**src/rtl/ssic_pkg.sv**
```systemverilog
// shared constants and types of the square spiral index and coordinate map
package ssic_pkg;

  localparam int unsigned SSIC_INDEX_BITS = 62;

  localparam int unsigned INDEX_W     = 62;
  localparam int unsigned COORD_IN_W  = 31;
  localparam int unsigned COORD_OUT_W = 32;
  localparam int unsigned SIDE_W      = 32;
  localparam int unsigned ADD_W       = 35;
  localparam int unsigned PROD_W      = 64;
  localparam int unsigned CALC_W      = 35;

  localparam logic MODE_TO_XY    = 1'b0;
  localparam logic MODE_TO_INDEX = 1'b1;

  typedef struct packed {
    logic valid;
    logic mode;
  } ssic_tag_t;

  typedef struct packed {
    logic signed [COORD_OUT_W-1:0] pos_x;
    logic signed [COORD_OUT_W-1:0] pos_y;
    logic [INDEX_W-1:0]            pos_index;
  } ssic_result_t;

endpackage

```
**src/rtl/ssic_outq.sv**
```systemverilog
// arm decode to x and y, result select and two-entry output buffer
module ssic_outq import ssic_pkg::*; #(
  parameter int unsigned INDEX_BITS = SSIC_INDEX_BITS
) (
  input  logic                          clk,
  input  logic                          rst_n,
  input  ssic_tag_t                     tag_i,
  input  logic [(INDEX_BITS+1)/2-1:0]   root_i,
  input  logic [(INDEX_BITS+1)/2+1:0]   rem_i,
  input  logic [INDEX_BITS-1:0]         pidx_i,
  output logic                          en_o,
  output logic                          out_valid,
  input  logic                          out_ready,
  output logic signed [COORD_OUT_W-1:0] pos_x,
  output logic signed [COORD_OUT_W-1:0] pos_y,
  output logic [INDEX_W-1:0]            pos_index
);

  localparam logic signed [CALC_W-1:0] ONE = CALC_W'(1);

  logic signed [CALC_W-1:0] se, re, he, x_c, y_c;
  ssic_result_t             res_c;
  ssic_result_t             head_r, skid_r;
  logic                     head_valid_r, head_valid_nxt;
  logic                     skid_valid_r, skid_valid_nxt;
  logic                     push, pop;
  logic                     head_load_pipe, head_load_skid, skid_load;

  assign se = $signed(CALC_W'(root_i));
  assign re = $signed(CALC_W'(rem_i));
  assign he = se >>> 1;

  always_comb begin
    x_c = '0;
    y_c = '0;
    if (root_i[0]) begin
      if (re <= se) begin
        // right side, going up
        x_c = he + ONE;
        y_c = re - he;
      end else begin
        // top side, going left
        y_c = he + ONE;
        x_c = he + ONE + se - re;
      end
    end else begin
      if (re <= se) begin
        // left side, going down
        x_c = -he;
        y_c = he - re;
      end else begin
        // bottom side, going right
        y_c = -he;
        x_c = re - se - he;
      end
    end
  end

  always_comb begin
    res_c = '0;
    if (tag_i.mode == MODE_TO_INDEX) begin
      res_c.pos_index = INDEX_W'(pidx_i);
    end else begin
      res_c.pos_x = x_c[COORD_OUT_W-1:0];
      res_c.pos_y = y_c[COORD_OUT_W-1:0];
    end
  end

  assign en_o = !skid_valid_r;
  assign push = en_o && tag_i.valid;
  assign pop  = head_valid_r && out_ready;

  always_comb begin
    head_valid_nxt = head_valid_r;
    skid_valid_nxt = skid_valid_r;
    head_load_pipe = 1'b0;
    head_load_skid = 1'b0;
    skid_load      = 1'b0;
    if (pop) begin
      head_valid_nxt = skid_valid_r || push;
      head_load_skid = skid_valid_r;
      head_load_pipe = !skid_valid_r && push;
      skid_valid_nxt = 1'b0;
    end else if (push) begin
      if (head_valid_r) begin
        skid_valid_nxt = 1'b1;
        skid_load      = 1'b1;
      end else begin
        head_valid_nxt = 1'b1;
        head_load_pipe = 1'b1;
      end
    end
  end

  always_ff @(posedge clk) begin
    if (!rst_n) begin
      head_valid_r <= 1'b0;
      skid_valid_r <= 1'b0;
    end else begin
      head_valid_r <= head_valid_nxt;
      skid_valid_r <= skid_valid_nxt;
    end
  end

  always_ff @(posedge clk) begin
    if (head_load_skid) begin
      head_r <= skid_r;
    end else if (head_load_pipe) begin
      head_r <= res_c;
    end
    if (skid_load) begin
      skid_r <= res_c;
    end
  end

  assign out_valid = head_valid_r;
  assign pos_x     = head_r.pos_x;
  assign pos_y     = head_r.pos_y;
  assign pos_index = head_r.pos_index;

endmodule

```
**config.mk**
```make
export PLATFORM = sky130hd
export DESIGN_NAME = ssic_outq
export DESIGN_NICKNAME = d
export VERILOG_FILES = /design/src/rtl/ssic_pkg.sv /design/src/rtl/ssic_outq.sv
export SDC_FILE = /design/constraint.sdc
export NUM_CORES = 1
export LEC_CHECK = 0
export BUFFER_PORTS_ARGS = -buffer_cell sky130_fd_sc_hd__buf_2
export CAP_MARGIN = 20
export CORE_AREA = 2 2 187 189
export DETAILED_ROUTE_END_ITERATION = 8
export DIE_AREA = 0 0 189 191
export PLACE_DENSITY_LB_ADDON = 0.08
export SLEW_MARGIN = 20
export SYNTH_ARGS = -nofsm -noshare
export SYNTH_HDL_FRONTEND = slang
export SYNTH_SLANG_ARGS = --single-unit
```
**constraint.sdc**
```tcl
create_clock -name clk -period 28.5 [get_ports clk]
set_clock_uncertainty 0.1 [all_clocks]
set_input_delay 1.425 -clock clk [delete_from_list [all_inputs] [get_ports clk]]
set_output_delay 1.425 -clock clk [all_outputs]
set_load 0.01 [all_outputs]
```
==> metrics.txt <==
Netlist cell types=86; slew margin rel.=between 30 and 40%; H-tree depth=1; Root Driver=clkbuf_16; Core Area=~0.034 sq mm; RSZ-0062 raised after global routing=false; Worst Path Buf+Inv=1; Post-DRT Antenna Nets=0; asr flop ratio synth=0%; vias in the first global route=approximately 19000; routed wire length=around 72 mm; max capacitance violation total=0; # DRC=0; cell family contributing the most delay on the critical path=simple AND/OR/NAND/NOR gates; Syn Inst Count=2291; Tot Pwr=1240 uW; CP required=roughly 29000 ps; crit path cell chain=buf_2 -> ha_1 -> and4_1 -> nand4_1 -> nor4_1 -> xnor2_1 -> fa_1 -> ha_1 -> nand3_1 -> nor4b_1 -> o31a_1 -> a21oi_1 -> mux4_2 -> o311a_1 -> mux2_2; Mapped Area=between 0.02 and 0.025 sq mm; row count=68; EDFF count, synth=approximately 250; Worst IR Drop VDD=0.0415 mV; Clock Latency Late Sink=approximately 500 ps; post-synthesis register bit count=254; largest net degree at the start of global routing=83; Seq/Total Area, Yosys=a little over a third; hpwl dp=55.4 mm; setup TNS=0 ps; Hold Path Class=reg -> reg; Net count, final=just under 3000; dominant cell by count in the synthesized netlist=nand2_1; WL/cell=around 24 microns; worst-path fanout max=11; leading cell types by count after synthesis=nand2_1, edfxtp_1, ha_1; final core occ=between 70 and 80%; GPL Wtd Cong=about 1.1; # hold bufs at CTS=0; final setup fails=0; gr usage total=between 30% and 40%; port bufs=~260; Avg Cell Area, Syn=about 9.6 sq um; Ys Warns=0; drt pass-1 iters=8; Crit path largest cell delay=between 600 and 700 ps; initial antenna violation count=4; min Tclk post-route=6210 ps; Clock Sinks=approximately 250; Max Clk Rate=around 160 MHz; Synth area leaders=edfxtp_1, ha_1, nand2_1; syn_nets=between 2000 and 3000; Slew Limit Fails=0; Main synth FF type=edfxtp_1; Pleak=around 0.010 uW; final period utilization=21.8%; routed vias/inst=roughly 6.6; via count=just under 20000; Longest Clk Path Bufs=3; Post-CTS Resized=0; CTS Buf Count=20; Layout Cells excl Fill=roughly 3000; CP most frequent cell=ha_1; clk slew on worst S/H paths=approximately 70 ps; CP Launch Type=input port; share of layout cells above drive strength 1=between 10% and 20%; Worst EP arrival=between 6000 and 7000 ps; status=completed; Placed Instances=between 2000 and 3000; top cell type's share of synthesized area=roughly a third; total congestion overflow=0; I/O pin cnt=between 200 and 300; Area Overhead vs Synth=9.86%; final hold violation count=0; Worst Setup End Kind=flip-flop; area of the die=between 0.03 and 0.04 sq mm; kind of critical path=in -> reg; first-pass GRT wire length=around 110 mm; Slew @ Worst Pin=roughly 1000 ps; Initial Util=between 60% and 70%; PwrDens=just over 50 mW/mm^2; setup bufs post-CTS=0; area leader, netlist=edfxtp_1; TritonCTS clock tree=done; Die W=189 microns; initial detailed-routing violation count=2189; Die Ht=191 microns; worst-path cell with the longest stage delay=nor4_1
-- state kept, by name, indices dropped and copies added (netlist names) --
register	cells
out_valid	1
skid_valid_r	1
pos_index	62
pos_y	32
pos_x	32
skid_r	126
-- tightest hold or removal path: cells and delay by family (launching register included) --
kind	cells	cell delay [ps]
flip-flops	1	320
AND/OR/NAND/NOR	2	90
-- area by class of cell --
| type | instances | area [sq um] |
|---|---|---|
| clock buffers | 23 | 533 |
| fillers | 2519 | 10000 |
| well taps | 455 | 569 |
| multi-input cells | 1825 | 13500 |
| flip-flops and latches | 254 | 7610 |
| repair buffers | 268 | 1370 |
| inverters | 107 | 402 |
| diodes | 2 | 5.00 |
| clock inverters | 13 | 125 |
-- power breakdown --
part / total (uW) / switching (uW) / internal [uW]
Sequential: 457 / 8.70 / 448
Combinational: 505 / 319 / 185
Clock: 281 / 126 / 154
Total: 1240 / 454 / 788
-- kinds of logic (layout without fill, tap and decap cells) --
| kind of cell | Yosys count | after routing | synth area share, % |
|---|---|---|---|
| DFF | 254 | 254 | 34.7 |
| adders and majority gates | 276 | 276 | 17.9 |
| and+or+nand+nor | 778 | 778 | 16.7 |
| muxes | 64 | 64 | 3.83 |
| AOI/OAI and AO/OA | 562 | 562 | 17.2 |
| buffers and inverters | 212 | 411 | 4.00 |
| xor gates and xnor gates | 145 | 145 | 5.79 |
| other | 0 | 2 | 0 |
-- cell usage in the layout, fill, tap and decap left out, drive strengths merged, types with 17 or more instances in the layout --
cell type / instances
a31oi: 20
nor3: 44
a21oi: 163
clkbuf: 23
xnor2: 109
nand2: 353
nor2: 124
o21bai: 17
mux2: 29
and2: 90
o31ai: 28
buf: 268
nand3: 45
fa: 62
ha: 214
a211oi: 44
a21o: 64
inv: 109
mux2i: 22
edfxtp: 252
xor2: 36
o21ai: 87
and3: 33
nand4: 29
o21a: 20
o211ai: 19
-- worst paths after layout --
kind | slack (ps) | from | end | cells after the start
worst min-delay path | 410 | skid_r[10] | pos_index[10] | 2
worst max register to register | 25600 | out_valid | pos_y[29] | 4
worst min register to register | 410 | skid_r[10] | pos_index[10] | 2
worst max-delay path | 22290 | root_i[1] | pos_x[27] | 15
-- metrics by stage --
stage / setup WS [ps] / cell area [sq um] / hold WS, ps
floorplan: 17020 / 21900 / 384
global placement: 21630 / 23400 / 388
detailed placement: 21910 / 23400 / 392
CTS: 22400 / 24100 / 409
global route: 22020 / 24100 / 432
finish: 22290 / 24100 / 413
-- per-layer routing --
layer,up-vias,routed length (microns),GRT usage (%)
li1,8658,-,-
met1,9292,29100,54.9
met2,1273,31100,59.5
met3,158,9390,10.0
met4,2,2420,11.7
met5,-,13,0
Note: power is estimated with default switching activity, not from simulation.
