File: src/rtl/ssic_pkg.sv
// shared constants and types of the square spiral index and coordinate map
package ssic_pkg;

  localparam int unsigned SSIC_INDEX_BITS = 62;

  localparam int unsigned INDEX_W     = 62;
  localparam int unsigned COORD_IN_W  = 31;
  localparam int unsigned COORD_OUT_W = 32;
  localparam int unsigned SIDE_W      = 32;
  localparam int unsigned ADD_W       = 35;
  localparam int unsigned PROD_W      = 64;
  localparam int unsigned CALC_W      = 35;

  localparam logic MODE_TO_XY    = 1'b0;
  localparam logic MODE_TO_INDEX = 1'b1;

  typedef struct packed {
    logic valid;
    logic mode;
  } ssic_tag_t;

  typedef struct packed {
    logic signed [COORD_OUT_W-1:0] pos_x;
    logic signed [COORD_OUT_W-1:0] pos_y;
    logic [INDEX_W-1:0]            pos_index;
  } ssic_result_t;

endpackage

File: src/rtl/ssic_xy2i.sv
// coordinate to index pipeline: ring side select, squaring, final add
module ssic_xy2i import ssic_pkg::*; #(
  parameter int unsigned INDEX_BITS = SSIC_INDEX_BITS
) (
  input  logic                         clk,
  input  logic                         rst_n,
  input  logic                         en,
  input  ssic_tag_t                    tag_i,
  input  logic [INDEX_W-1:0]           query_index,
  input  logic signed [COORD_IN_W-1:0] query_x,
  input  logic signed [COORD_IN_W-1:0] query_y,
  output ssic_tag_t                    tag_o,
  output logic [INDEX_BITS-1:0]        idx_o,
  output logic [INDEX_BITS-1:0]        pidx_o
);

  localparam logic signed [ADD_W-1:0] ZERO = '0;
  localparam logic signed [ADD_W-1:0] ONE  = ADD_W'(1);

  logic signed [ADD_W-1:0] xw, yw, ax, ay, s_c, add_c;
  logic [PROD_W-1:0]       sq_nxt, sum_nxt;

  ssic_tag_t               tag1_r, tag2_r, tag3_r;
  logic [INDEX_BITS-1:0]   idx1_r, idx2_r, idx3_r;
  logic [SIDE_W-1:0]       s1_r;
  logic signed [ADD_W-1:0] add1_r, add2_r;
  logic [PROD_W-1:0]       sq2_r;
  logic [INDEX_BITS-1:0]   pidx3_r;

  assign xw = ADD_W'(query_x);
  assign yw = ADD_W'(query_y);
  assign ax = (xw < ZERO) ? -xw : xw;
  assign ay = (yw < ZERO) ? -yw : yw;

  // ring side of the point, square root of the ring start and offset
  always_comb begin
    s_c   = ZERO;
    add_c = ZERO;
    priority if (ax > ay) begin
      if (xw > ZERO) begin
        s_c   = (xw <<< 1) - ONE;
        add_c = yw + xw - ONE;
      end else begin
        s_c   = -(xw <<< 1);
        add_c = -xw - yw;
      end
    end else if (ax < ay) begin
      if (yw > ZERO) begin
        s_c   = (yw <<< 1) - ONE;
        add_c = s_c + yw - xw;
      end else begin
        s_c   = -(yw <<< 1);
        add_c = s_c + xw - yw;
      end
    end else if (xw > ZERO && yw > ZERO) begin
      s_c   = (xw <<< 1) - ONE;
      add_c = s_c;
    end else if (xw > ZERO) begin
      s_c   = (xw <<< 1) + ONE;
      add_c = -ONE;
    end else if (yw > ZERO) begin
      s_c   = yw <<< 1;
      add_c = ZERO;
    end else begin
      s_c   = -(xw <<< 1);
      add_c = s_c;
    end
  end

  assign sq_nxt  = PROD_W'(s1_r) * PROD_W'(s1_r);
  assign sum_nxt = sq2_r + PROD_W'(add2_r);

  always_ff @(posedge clk) begin
    if (!rst_n) begin
      tag1_r <= '0;
      tag2_r <= '0;
      tag3_r <= '0;
    end else if (en) begin
      tag1_r <= tag_i;
      tag2_r <= tag1_r;
      tag3_r <= tag2_r;
    end
  end

  always_ff @(posedge clk) begin
    if (en) begin
      idx1_r  <= query_index[INDEX_BITS-1:0];
      s1_r    <= s_c[SIDE_W-1:0];
      add1_r  <= add_c;
      idx2_r  <= idx1_r;
      sq2_r   <= sq_nxt;
      add2_r  <= add1_r;
      idx3_r  <= idx2_r;
      pidx3_r <= sum_nxt[INDEX_BITS-1:0];
    end
  end

  assign tag_o  = tag3_r;
  assign idx_o  = idx3_r;
  assign pidx_o = pidx3_r;

endmodule

File: config.mk
export PLATFORM = sky130hd
export DESIGN_NAME = ssic_xy2i
export DESIGN_NICKNAME = d
export VERILOG_FILES = /design/src/rtl/ssic_pkg.sv /design/src/rtl/ssic_xy2i.sv
export SDC_FILE = /design/constraint.sdc
export NUM_CORES = 2
export LEC_CHECK = 0
export BUFFER_PORTS_ARGS = -buffer_cell sky130_fd_sc_hd__buf_2
export CORE_MARGIN = 5
export CORE_UTILIZATION = 40
export DETAILED_ROUTE_END_ITERATION = 6
export GPL_ROUTABILITY_DRIVEN = 0
export GPL_TIMING_DRIVEN = 0
export PLACE_DENSITY = 0.66
export SETUP_SLACK_MARGIN = 0.05
export SLEW_MARGIN = 10
export SYNTH_ARGS = -nofsm -noshare
export SYNTH_HDL_FRONTEND = slang
export SYNTH_SLANG_ARGS = --single-unit
File: constraint.sdc
create_clock -name clk -period 10.8 [get_ports clk]
set_input_delay 1.08 -clock clk [delete_from_list [all_inputs] [get_ports clk]]
set_output_delay 1.08 -clock clk [all_outputs]
set_load 0.05 [all_outputs]
==> flow_metrics.tcl <==
set metrics [dict create \
    multi_input_area_mm2 0.0427 \
    synth_ff_type "edfxtp_1" \
    htree_levels 2 \
    slew_headroom 0.146 \
    fin_crit_ns 10.29 \
    netlist.area_leader.share 0.283 \
    first_global_vias 49900 \
    dp_hpwl_um 162000 \
    r2r_cells 28 \
    finalCritPeriodShare 0.953 \
    cpPeakStageDelay_ns 0.95 \
    finalClockSkew_ns 0.0390 \
    yosys.area.top_type "fa_1" \
    start_kind "register" \
    drcViolationCount 0 \
    finalSetupTns_ns 0 \
    firstDrtPassIters 7 \
    hold_path_depth 0 \
    synth_fp_nets 7851 \
    final_cell_area_mm2 0.0661 \
    crit_top_cell "fa_1" \
    via_per_inst 5.65 \
    netlist-cell-type-count 100 \
    cts_tree "built" \
    initial_utilization 0.403 \
    run_status "finished clean" \
    synth_area_mm2 0.0606 \
    rsz0062_at_grt "false" \
    cts-root-buf "clkbuf_16" \
    drive_gt1_frac 0.0617 \
    setup_viol 0 \
    synth_area_leaders "fa_1, edfxtp_1, ha_1" \
    synth_most_common_cell "inv_1" \
    syn_inst 6314 \
    hold_violations 0 \
    avgSynthCellArea_um2 9.60 \
    r2r-start "s1_r[2]$_DFFE_PP_" \
    critPathKind "register to register" \
    antenna_found_initial 13 \
    critPathCaptureType "register" \
    grt_overflow 0 \
    synthTopCellsByCount "inv_1, fa_1, ha_1" \
    portBuffers 254 \
    cp-startpoint "s1_r[2]$_DFFE_PP_" \
    layout.area.seq_mm2 0.0125 \
    grt_max_degree 117 \
    required_ns 11.12 \
    grt_pass1_wl_um 299000 \
    worst_pin_slew_ns 1.28 \
    fmax_mhz 97.2 \
    nets 8152 \
    finalWirelength_um 199000 \
    fp.dieW_um 399 \
    fillers 14400 \
    cts_made_buffers 42 \
    initialDrtViolationCount 5563 \
    cts_resized 0 \
    hold_path.class "register to register" \
    num_rows 142 \
    cap_violations 0 \
    synth-async-reset-ratio 0 \
    wl_per_cell_um 22.9 \
    ioPinCount 255 \
    clk_latency_ns 0.60 \
    hold_buffers 0 \
    worstPathMaxFanout 10 \
    final_cells 8676 \
    postCtsSetupBuffers 0 \
    clkTransAtPathRegs_ns 0.06 \
    die_area_mm2 0.159 \
    ant_nets 0 \
    track_usage 0.246 \
    clkSinkCount 417 \
    die-height_um 399 \
    synth-edff-count 411 \
    placed_cell_area_mm2 0.0645 \
    ys_ff_latch 417 \
    final_max_slew_viol_count 0 \
    core_area_mm2 0.150 \
    vias 49000 \
    place_inst 8587 \
    arrival_ns 10.61 \
    critPathSlowestCell "clkbuf_1" \
    ys.warnings.count 0 \
    syn_to_final_growth_pct 8.94 \
    min_from "add1_r[7]$_DFFE_PP_" \
    clk_path_buf_depth 3 \
    synth_seq_area_share 0.206 \
]
-- layout by cell type (no fill, tap or decap), drive strengths merged, types with 16 or more instances in the layout --
| master | synthesis | routed |
|---|---|---|
| a31o | 21 | 21 |
| and3 | 30 | 30 |
| ha | 552 | 552 |
| edfxtp | 411 | 411 |
| o21bai | 44 | 44 |
| a21oi | 334 | 334 |
| o211ai | 32 | 32 |
| mux2i | 21 | 21 |
| and2 | 267 | 267 |
| a21o | 160 | 160 |
| nand4 | 55 | 55 |
| a211oi | 58 | 58 |
| nand3 | 99 | 99 |
| nor3 | 70 | 70 |
| or3 | 26 | 26 |
| o22ai | 16 | 16 |
| o31ai | 23 | 23 |
| inv | 1177 | 1181 |
| and4 | 16 | 16 |
| nand2 | 486 | 486 |
| a31oi | 46 | 46 |
| buf | 25 | 282 |
| o311ai | 18 | 18 |
| xnor2 | 307 | 307 |
| nor2 | 242 | 242 |
| clkbuf | 232 | 277 |
| fa | 856 | 856 |
| or2 | 20 | 20 |
| xor2 | 90 | 90 |
| o21a | 45 | 45 |
| nor2b | 46 | 46 |
| nand2b | 23 | 23 |
| o21ai | 231 | 231 |
| a221oi | 20 | 20 |
| clkinv | 3 | 16 |
-- cell families (layout without fill, tap and decap cells) --
kind of cell,Yosys count,in the layout,synth area share
AOI/OAI and AO/OA,1201,1201,0.129
muxes,25,25,0.00421
buffers and inverters,1437,1772,0.0896
DFF,417,417,0.206
adders and majority gates,1408,1408,0.397
other,1,12,0.0000618
xor gates and xnor gates,397,397,0.0581
and+or+nand+nor,1428,1428,0.117
-- critical path, delay by kind of cell, from the launching register on --
family / cells / cell delay, ns
compound gates: 7 / 2.31
fa+ha+maj: 9 / 4.33
simple gates: 3 / 0.46
flops: 1 / 0.39
xor+xnor: 1 / 0.15
buf+inv: 8 / 2.34
-- through the flow --
step                      hold slack [ns]  utilization  worst slack (ns)
after floorplan                     0.400            -              2.99
after global placement              0.400        0.429             0.802
after detailed placement            0.405        0.429             0.719
after CTS                           0.415        0.439             0.668
after global routing                0.419        0.439             0.270
final                               0.416        0.439             0.507
-- metal layers --
layer / part of all wire / up-vias / track usage
met1: 0.39 / 23800 / 0.321
met4: 0.064 / 12 / 0.123
met5: 0.0010 / - / 0.00770
met2: 0.41 / 2990 / 0.363
li1: - / 21500 / -
met3: 0.14 / 766 / 0.0822
-- final cells by class --
class / count / area share
Antenna cell: 11 / 0.000417
Inverter: 1180 / 0.0671
Buffer: 257 / 0.0152
Clock inverter: 33 / 0.00625
Clock buffer: 45 / 0.0165
Timing Repair Buffer: 257 / 0.0206
Tap cell: 2016 / 0.0382
Multi-Input combinational cell: 4460 / 0.647
Sequential cell: 417 / 0.189
-- path summary, 6_finish.rpt --
check	endpoint	slack, ns
min reg2reg	add2_r[7]$_DFFE_PP_	0.42
max reg2reg	sq2_r[44]$_DFFE_PP_	0.51
min	add2_r[7]$_DFFE_PP_	0.42
max	sq2_r[44]$_DFFE_PP_	0.51
-- flip-flops by register name, indices dropped and copies added (netlist names) --
register,flops
s1_r,32
sq2_r,61
idx_o,62
add1_r,35
add2_r,35
tag2_r,2
idx2_r,62
pidx_o,62
idx1_r,62
tag_o,2
tag1_r,2
Power is not shown: default switching activity piles up to over one toggle a cycle in this logic, so the estimate is an artifact.
